**config.mk**
```make
export PLATFORM = sky130hd
export DESIGN_NAME = float_restoring_divider
export DESIGN_NICKNAME = d
export VERILOG_FILES = /design/src/hw/rtl/frd_pkg.sv /design/src/hw/rtl/frd_cell.sv /design/src/hw/rtl/float_restoring_divider.sv
export VERILOG_INCLUDE_DIRS = /design/src /design/src/hw/rtl
export SDC_FILE = /design/constraint.sdc
export NUM_CORES = 2
export LEC_CHECK = 0
export BUFFER_PORTS_ARGS = -buffer_cell sky130_fd_sc_hd__buf_2
export CAP_MARGIN = 0
export CORE_UTILIZATION = 49
export CTS_BUF_LIST = sky130_fd_sc_hd__clkbuf_4
export CTS_CLUSTER_SIZE = 16
export DETAILED_ROUTE_END_ITERATION = 16
export MAX_ROUTING_LAYER = met4
export PLACE_DENSITY = 0.75
export SYNTH_ARGS = -nofsm -noshare
export SYNTH_HDL_FRONTEND = slang
export SYNTH_SLANG_ARGS = --single-unit
```
**constraint.sdc**
```tcl
create_clock -name aclk -period 13 [get_ports aclk]
set_input_delay 1.3 -clock aclk [delete_from_list [all_inputs] [get_ports aclk]]
set_output_delay 1.3 -clock aclk [all_outputs]
set_load 0.02 [all_outputs]
```
**src/hw/rtl/assert_macros.svh**
```systemverilog
// Assertion macros shared by the divider RTL.
// Bodies are empty when SYNTHESIS is defined.
`ifndef ASSERT_MACROS_SVH
`define ASSERT_MACROS_SVH
`ifndef SYNTHESIS
`define ASSERT_CLK(label, clk, rst_n, prop) \
    label: assert property (@(posedge clk) disable iff (!rst_n) prop) \
        else $error("assertion failed");
`define ASSERT_NORST(label, clk, prop) \
    label: assert property (@(posedge clk) prop) else $error("assertion failed");
`else
`define ASSERT_CLK(label, clk, rst_n, prop)
`define ASSERT_NORST(label, clk, prop)
`endif
`endif

```
**src/hw/rtl/frd_pkg.sv**
```systemverilog
// Types and constants for the restoring float divider.
// No dependencies.
`default_nettype none
package frd_pkg;
    localparam int unsigned FRAC_W   = 23;
    localparam int unsigned EXP_W    = 8;
    localparam int unsigned REM_W    = 26;
    localparam int unsigned QUO_W    = 25;
    localparam int unsigned STEPS    = 25;
    localparam logic [EXP_W-1:0] EXP_BIAS = 8'd127;

    typedef struct packed {
        logic [REM_W-1:0]  rem;
        logic [FRAC_W:0]   den;
        logic [QUO_W-1:0]  quo;
        logic [EXP_W-1:0]  expo;
    } frd_work_t;
endpackage
`default_nettype wire

```
**src/hw/rtl/frd_cell.sv**
```systemverilog
// One restoring division step with its pipeline register and stall control.
// Depends on frd_pkg.
`default_nettype none
module frd_cell
    import frd_pkg::*;
(
    input  wire logic      aclk,
    input  wire logic      aresetn,
    input  wire logic      in_valid,
    output logic           in_ready,
    input  wire frd_work_t in_work,
    output logic           out_valid,
    input  wire logic      out_ready,
    output frd_work_t      out_work
);
    logic      valid_reg;
    frd_work_t work_reg;
    frd_work_t work_next;
    logic [REM_W-1:0] diff;
    logic             ge;

    assign in_ready = !valid_reg || out_ready;

    always_comb begin
        ge   = in_work.rem >= {2'b00, in_work.den};
        diff = ge ? (in_work.rem - {2'b00, in_work.den}) : in_work.rem;
        work_next      = in_work;
        work_next.rem  = {diff[REM_W-2:0], 1'b0};
        work_next.quo  = {in_work.quo[QUO_W-2:0], ge};
    end

    always_ff @(posedge aclk) begin
        if (!aresetn) begin
            valid_reg <= 1'b0;
        end else if (in_ready) begin
            valid_reg <= in_valid;
        end
    end

    always_ff @(posedge aclk) begin
        if (in_ready && in_valid) begin
            work_reg <= work_next;
        end
    end

    assign out_valid = valid_reg;
    assign out_work  = work_reg;
endmodule
`default_nettype wire

```
**src/hw/rtl/float_restoring_divider.sv**
```systemverilog
// Top level: operand unpack, chain of 25 division cells, output register.
// Depends on frd_pkg, frd_cell and assert_macros.svh.
//   channel | dir | tdata
//   s_axis  | in  | [31:0] dividend_bits, [63:32] divisor_bits
//   m_axis  | out | [30:0] quotient_bits, [31] zero
// Accepts one transaction per cycle while s_axis_tready is high; a result passes through
// 25 cell registers (the first loaded at the accepting edge), then the output register.
// Each cell stalls only when it holds an item and its successor cannot take it, so bubbles close up under stall.
// Reset clears all valid flags; payload registers are not reset.
`default_nettype none
`include "assert_macros.svh"
module float_restoring_divider
    import frd_pkg::*;
(
    input  wire logic        aclk,
    input  wire logic        aresetn,
    input  wire logic        s_axis_tvalid,
    output logic             s_axis_tready,
    input  wire logic [63:0] s_axis_tdata,  // dividend_bits, divisor_bits
    output logic             m_axis_tvalid,
    input  wire logic        m_axis_tready,
    output logic [31:0]      m_axis_tdata   // quotient_bits, zero pad
);
    frd_work_t        work  [STEPS+1];
    logic [STEPS:0]   valid;
    logic [STEPS:0]   ready;
    logic [FRAC_W:0]  num;
    logic [FRAC_W:0]  den;
    logic [EXP_W-1:0] e0;
    logic             lt;
    logic             out_valid_reg;
    logic [30:0]      out_data_reg;

    always_comb begin
        num = {1'b1, s_axis_tdata[FRAC_W-1:0]};
        den = {1'b1, s_axis_tdata[32+FRAC_W-1:32]};
        lt  = num < den;
        e0  = s_axis_tdata[30:23] - s_axis_tdata[62:55] + EXP_BIAS - {7'd0, lt};
        work[0].rem  = lt ? {1'b0, num, 1'b0} : {2'b00, num};
        work[0].den  = den;
        work[0].quo  = '0;
        work[0].expo = e0;
    end

    assign valid[0]      = s_axis_tvalid;
    assign s_axis_tready = ready[0];

    genvar g;
    generate
        for (g = 0; g < STEPS; g++) begin : g_cell
            frd_cell u_cell (
                .aclk      (aclk),
                .aresetn   (aresetn),
                .in_valid  (valid[g]),
                .in_ready  (ready[g]),
                .in_work   (work[g]),
                .out_valid (valid[g+1]),
                .out_ready (ready[g+1]),
                .out_work  (work[g+1])
            );
        end
    endgenerate

    assign ready[STEPS] = !out_valid_reg || m_axis_tready;

    always_ff @(posedge aclk) begin
        if (!aresetn) begin
            out_valid_reg <= 1'b0;
        end else if (ready[STEPS]) begin
            out_valid_reg <= valid[STEPS];
        end
    end

    always_ff @(posedge aclk) begin
        if (ready[STEPS] && valid[STEPS]) begin
            out_data_reg <= {work[STEPS].expo, work[STEPS].quo[QUO_W-2:1]};
        end
    end

    assign m_axis_tvalid = out_valid_reg;
    assign m_axis_tdata  = {1'b0, out_data_reg};

    `ASSERT_CLK(a_out_hold, aclk, aresetn, (m_axis_tvalid && !m_axis_tready) |=> m_axis_tvalid)
    `ASSERT_CLK(a_hidden_bit, aclk, aresetn, valid[STEPS] |-> work[STEPS].den[FRAC_W])
    `ASSERT_CLK(a_first_q_one, aclk, aresetn, valid[STEPS] |-> work[STEPS].quo[QUO_W-1])
    `ASSERT_NORST(a_reset_idle, aclk, !$past(aresetn) |-> !m_axis_tvalid)
endmodule
`default_nettype wire
```
* Word level (Yosys, flattened, before mapping)
Cells that the tools add are included.
** Word-level totals
- Input bits :: 68
- Memories kept :: 0
- Memory bits (read-only) :: 0
- Latch bits :: 0
- Output and inout port bits :: 34
- Bits in registers :: 1709
- Word-level logic and storage cells :: 303
- RAM bits :: 0
** Operators by class
- $add $sub $neg :: 27
- Multiply operators :: 0
- Divide/modulo/power cells :: 0
- Bitwise logic cells :: 0
- Shift-type cells :: 0
- Order comparisons :: 26
- Reduce and logical (&&, ||, !) cells :: 78
- Equal/unequal tests :: 0
- Multiplexer cells :: 25
** Operators by type and width (count)
- $mux W25 :: 25
- $ge A26 B24 Y1 :: 24
- $sub A25 B24 Y25 :: 24
- $logic_and A1 B1 Y1 :: 26
- $logic_not A1 Y1 :: 26
- $logic_or A1 B1 Y1 :: 26
- $ge A25 B24 Y1 :: 1
- $lt A24 B24 Y1 :: 1
- $add A8 B7 Y8 const B :: 1
- $sub A8 B1 Y8 :: 1
- $sub A8 B8 Y8 :: 1

* Logic depth before layout (Yosys ltp)
- Word-level depth :: 28
- Mapped depth :: 24
- Depth with buffers taken out :: 23

* Cells and area by module
Synthesis repeated with hierarchy kept, for this count alone.
** Second synthesis, totals
- Cells, all modules :: 9446
- Area total of the unflattened synthesis :: 114816.4 um^2
** Modules (own cells, without submodules)
- frd_cell (g_cell[11].u_cell ...) :: area each 4539.4 um^2, times used 17, cells an instance 377
- frd_cell (g_cell[0].u_cell ...) :: area each 4453.0 um^2, times used 6, cells an instance 351
- frd_cell (g_cell[18].u_cell) :: area each 4411.7 um^2, times used 1, cells an instance 387
- frd_cell (g_cell[20].u_cell) :: area each 4110.2 um^2, times used 1, cells an instance 339
- float_restoring_divider :: area each 2407.3 um^2, times used 1, cells an instance 205

* Worst setup path after synthesis
No wires, ideal clock.
- Kind :: input to register
- Start point :: in m_axis_tready
- End point :: reg g_cell[16].u_cell.work_reg, in the netlist g_cell[16].u_cell.out_work[0], enable pin
- Required time :: 12.388 ns
- Arrival time :: 7.481 ns
- Stages on the path :: 7
- Library setup time :: 0.612 ns
- Slack :: 4.907 ns
- Path buffers :: 0
- Cells stage by stage :: nor2b_1 -> and3_1 -> and2_1 -> and3_1 -> nand2_1 -> nor2_1 -> a21boi_0
** Between the ends
- Word-level cells in the longest chain between the ends :: 11
** Ends and longest elaborated chain
- from (decl) :: RTL line float_restoring_divider.sv:21 : input wire logic m_axis_tready,
- $logic_or A1 B1 Y1 :: RTL line float_restoring_divider.sv:64 : assign ready[STEPS] = !out_valid_reg || m_axis_tready;
- $logic_or A1 B1 Y1 (9 in a row) :: RTL line frd_cell.sv:22 : assign in_ready = !valid_reg || out_ready;
- $logic_and A1 B1 Y1 :: RTL line frd_cell.sv:41 : if (in_ready && in_valid) begin
- to (signal assigned) :: RTL line frd_cell.sv:42 : work_reg <= work_next;
- to (decl) :: RTL line frd_cell.sv:17 : frd_work_t work_reg;
No other way between the ends.
A chain may end at the register's enable or synchronous reset.

* Final worst setup path
- Start point :: in s_axis_tdata[36]
- End point :: reg g_cell[0].u_cell.work_reg, in the netlist g_cell[0].u_cell.out_work[59], data pin
** Between the ends
- Word-level cells in the longest chain between the ends :: 4
- Elaborated cells between the ends (all ways) :: 5
- Those cells by class :: 1 x add/sub; 2 x order compare; 2 x mux
** Ends and longest elaborated chain
- from (decl) :: RTL line float_restoring_divider.sv:19 : input wire logic [63:0] s_axis_tdata,
- $lt A24 B24 Y1 :: RTL line float_restoring_divider.sv:37 : lt = num < den;
- $mux W25 :: RTL line float_restoring_divider.sv:39 : work[0].rem = lt ? {1'b0, num, 1'b0} : {2'b00, num};
- $sub A25 B24 Y25 / $ge A25 B24 Y1 (equally long branches) :: RTL line frd_cell.sv:26, frd_cell.sv:25
- $mux W25 * :: RTL line frd_cell.sv:26 : diff = ge ? (in_work.rem - {2'b00, in_work.den}) : in_work.rem;
- named net g_cell[0].u_cell.diff[1] :: RTL line frd_cell.sv:19 : logic [REM_W-1:0] diff;
- to (signal assigned) :: RTL line frd_cell.sv:42
- to (decl) :: RTL line frd_cell.sv:17
Mark *: on every way through the listed nets, which the timed path passes. The rest lies on a longest branch.

==> impl_results.md <==
- Status: completed
- Initial detailed-routing violation count: 3246
- Layout area overhead: 10.5%
- Fin. max-slew vios: 0
- Synth top area share: 57.8%
- Fin crit share: 56.8%
- Cts repair resizes: 0
- Starting Density: 49.4%
- IO Port Bufs: 98
- Mapped Avg Cell Area: 12.0 um2
- R2R Setup Slk: 8360 ps
- Final setup viols: 0
- Die width: 418 um
- Setup crit start kind: input pin
- Routed WL per cell: 17.4 um
- Vias: 54.9k
- Maximum clock frequency: 135 MHz
- Most frequent cell after synthesis: edfxtp_1
- Worst hold path class: in -> reg
- Final worst path period need: 7390 ps
- Worst path required time: 14020 ps
- Slew @ Worst Pin: 1260 ps
- Seq/Total Area, Yosys: 58.4%
- FF-to-FF End: g_cell[0].u_cell.out_work[60]
- WHS: 176 ps
- Pwr/cell area: 116 nW/um2
- Placer congestion estimate: 0.948
- CTS root buffer: clkbuf_4
- CP Max Fanout: 28
- Grt met2 use: 37.4%
- Number of antenna violations at the first check in global routing: 7
- Count of final hold-check violations: 0
- Num CTS Buffers: 428
- Worst Setup EP: g_cell[0].u_cell.out_work[59]
- Worst-skew pair later-pin latency: 1360 ps
- NumNets Final: 8245
- EDFF count, synth: 1634
- Synth top area cells: edfxtp_1 58%, ha_1 8.7%, inv_1 3.2%
- Met3 Use GR: 3.43%
- Io pins: 102
- CTS tree: built
- Core footprint: 172000 um2
- Die footprint: 175000 um2
- Synth unique cells: 93
- Max reg flops: 1603
- Total wire length: 177000 um
- Largest net degree at the start of global routing: 79
- First-pass GRT wire length: 278000 um
- GRT Util Overall: 20.6%
- R2R depth: 10
- Clk sinks: 1660
- Crit. End Element: flip-flop
- Setup TNS: 0 ps
- Remaining DRCs: 0
- Worst setup path category: in -> reg
- Yosys warning count: 0
- Clock-pin slew of the registers on the worst-case setup and hold paths: 60 ps
- Leak: 36.6 nW
- Antenna viol nets, final: 0
- Reg2reg start: m_axis_tvalid
- Vias in the first global route: 54.5k
- Area post-placement: 88500 um2
- Number of max-cap violations: 0
- Clk_skew: 91.0 ps
- Mapped Cells: 7086
- Final Instance Area: 93800 um2
- DRT Pass-1 Iters: 6
- H-tree levels: 5
- Most frequent cells after synthesis: 1634 x edfxtp_1, 714 x inv_1, 593 x ha_1, 525 x a21oi_1, 513 x nand2_1
- DP HPWL: 133000 um
- Top cell type by total area after synthesis: edfxtp_1
- GR Overflow Total: 0
- Layout fillers: 14.4k
- Slew margin rel.: 15.8%
- M1 GR Usage: 21.0%
- Critical path launch point: s_axis_tdata[36]
- Share of post-route cells with drive strength above 1: 12.7%
- Synth async-reset ratio: 0%
- Most Crowded Layer GR: met2
- Std cell rows: 152
- Top_reg_cell synth: edfxtp_1
- Flops & latches, synth: 1660
- Max VDD drop: 0.102 mV
- Worst EP arrival: 8410 ps
- CTS max path bufs: 4
- DIE HEIGHT: 418 um
- Vias per cell: 5.39
- Synthesized area: 84900 um2
- RSZ-0062 raised after global routing: no
- Synthesized Nets: 7771
## where the power goes
part	switching [mW]	leakage [nW]	internal (mW)
sequential	0.0541	15.0	5.90
combinational	0.379	18.5	0.276
clock	2.03	3.09	2.22
## critical path: stages
cell	delay (ps)
dlygate4sd3_1	530
buf_2	130
inv_1	80
ha_1	240
a21o_1	180
a2111oi_0	390
o21ai_0	220
a221oi_1	290
o21ai_0	220
a21o_1	270
a21oi_4	140
buf_4	400
mux2_2	430
ha_1	350
nor2b_1	200
o2111ai_1	160
and3_1	230
o31ai_1	700
a2111o_1	270
a31oi_2	120
o21ai_1	260
a211o_1	510
buf_4	380
mux2_2	360
## routing by layer
| layer | vias to the layer above | share of wire [%] |
|---|---|---|
| met5 | - | 0 |
| li1 | 27200 | - |
| met1 | 25900 | 38 |
| met3 | 488 | 4.1 |
| met4 | 0 | 5.3 |
| met2 | 1326 | 53 |
## final cells by class
| class | count | area, um2 | share of cell area (%) |
|---|---|---|---|
| repair buffers | 157 | 961 | 1.02 |
| flip-flops and latches | 1660 | 49600 | 52.9 |
| clock inverters | 135 | 671 | 0.715 |
| inverters | 716 | 2690 | 2.86 |
| multi-input cells | 4597 | 32500 | 34.6 |
| clock buffers | 601 | 4510 | 4.81 |
| well taps | 2310 | 2890 | 3.08 |
| diodes | 13 | 32.5 | 0.0347 |
## cell usage in the layout, fill, tap and decap left out, types with 48 or more instances in the layout
cell type  instances
xor2_1           196
nand3_1           93
clkinv_1         107
xnor2_1          264
nand2b_1          95
inv_1            714
clkbuf_4         601
nor2b_1           95
nand2_1          513
buf_4             48
nor2_1           420
o21bai_1          71
a21o_1           225
ha_1             593
nor3_1           107
buf_2             98
o21a_1           108
nand4_1           70
mux2_2           121
a31oi_1           59
a21oi_1          521
edfxtp_1        1634
o21ai_0          477
## logic make-up (layout without fill, tap and decap cells)
group	after synthesis	count (layout)	synth area share, %
flops	1660	1660	58.4
mux	146	146	1.94
simple gates	1550	1550	8.43
fa+ha+maj	617	617	9.30
compound gates	1823	1823	13.4
other cells	1	14	0.00442
buf+inv	829	1609	3.77
xor+xnor	460	460	4.74
## worst min path at each step
stage,startpoint,to,slack [ps],cells after the start
3_3_place_gp,g_cell[5].u_cell.out_work[2],g_cell[6].u_cell.out_work[2],400,0
2_1_floorplan,g_cell[9].u_cell.out_work[0],g_cell[10].u_cell.out_work[0],400,0
5_1_grt,s_axis_tdata[48],g_cell[0].u_cell.out_work[49],30,1
3_5_place_dp,g_cell[9].u_cell.out_work[11],g_cell[10].u_cell.out_work[12],400,0
4_1_cts,s_axis_tdata[48],g_cell[0].u_cell.out_work[49],5,1
6_report,s_axis_tdata[48],g_cell[0].u_cell.out_work[49],180,1
## stage by stage
step	setup WS [ps]	std cells	total power [mW]	utilization (%)
3_5_place_dp	4900	9429	6.72	51.5
3_3_place_gp	4840	9429	6.71	51.5
6_report	5610	10200	10.9	54.6
5_1_grt	5290	10200	11.4	54.6
4_1_cts	5790	10200	11.0	54.5
2_1_floorplan	4910	7086	6.53	-
## timing repair
item	in CTS	in global routing
endpoints found under the setup margin	0	0
setup buffers	0	0
hold buffers	11	0
endpoints found under the hold margin	11	0
(Power assumes the default switching activity.)
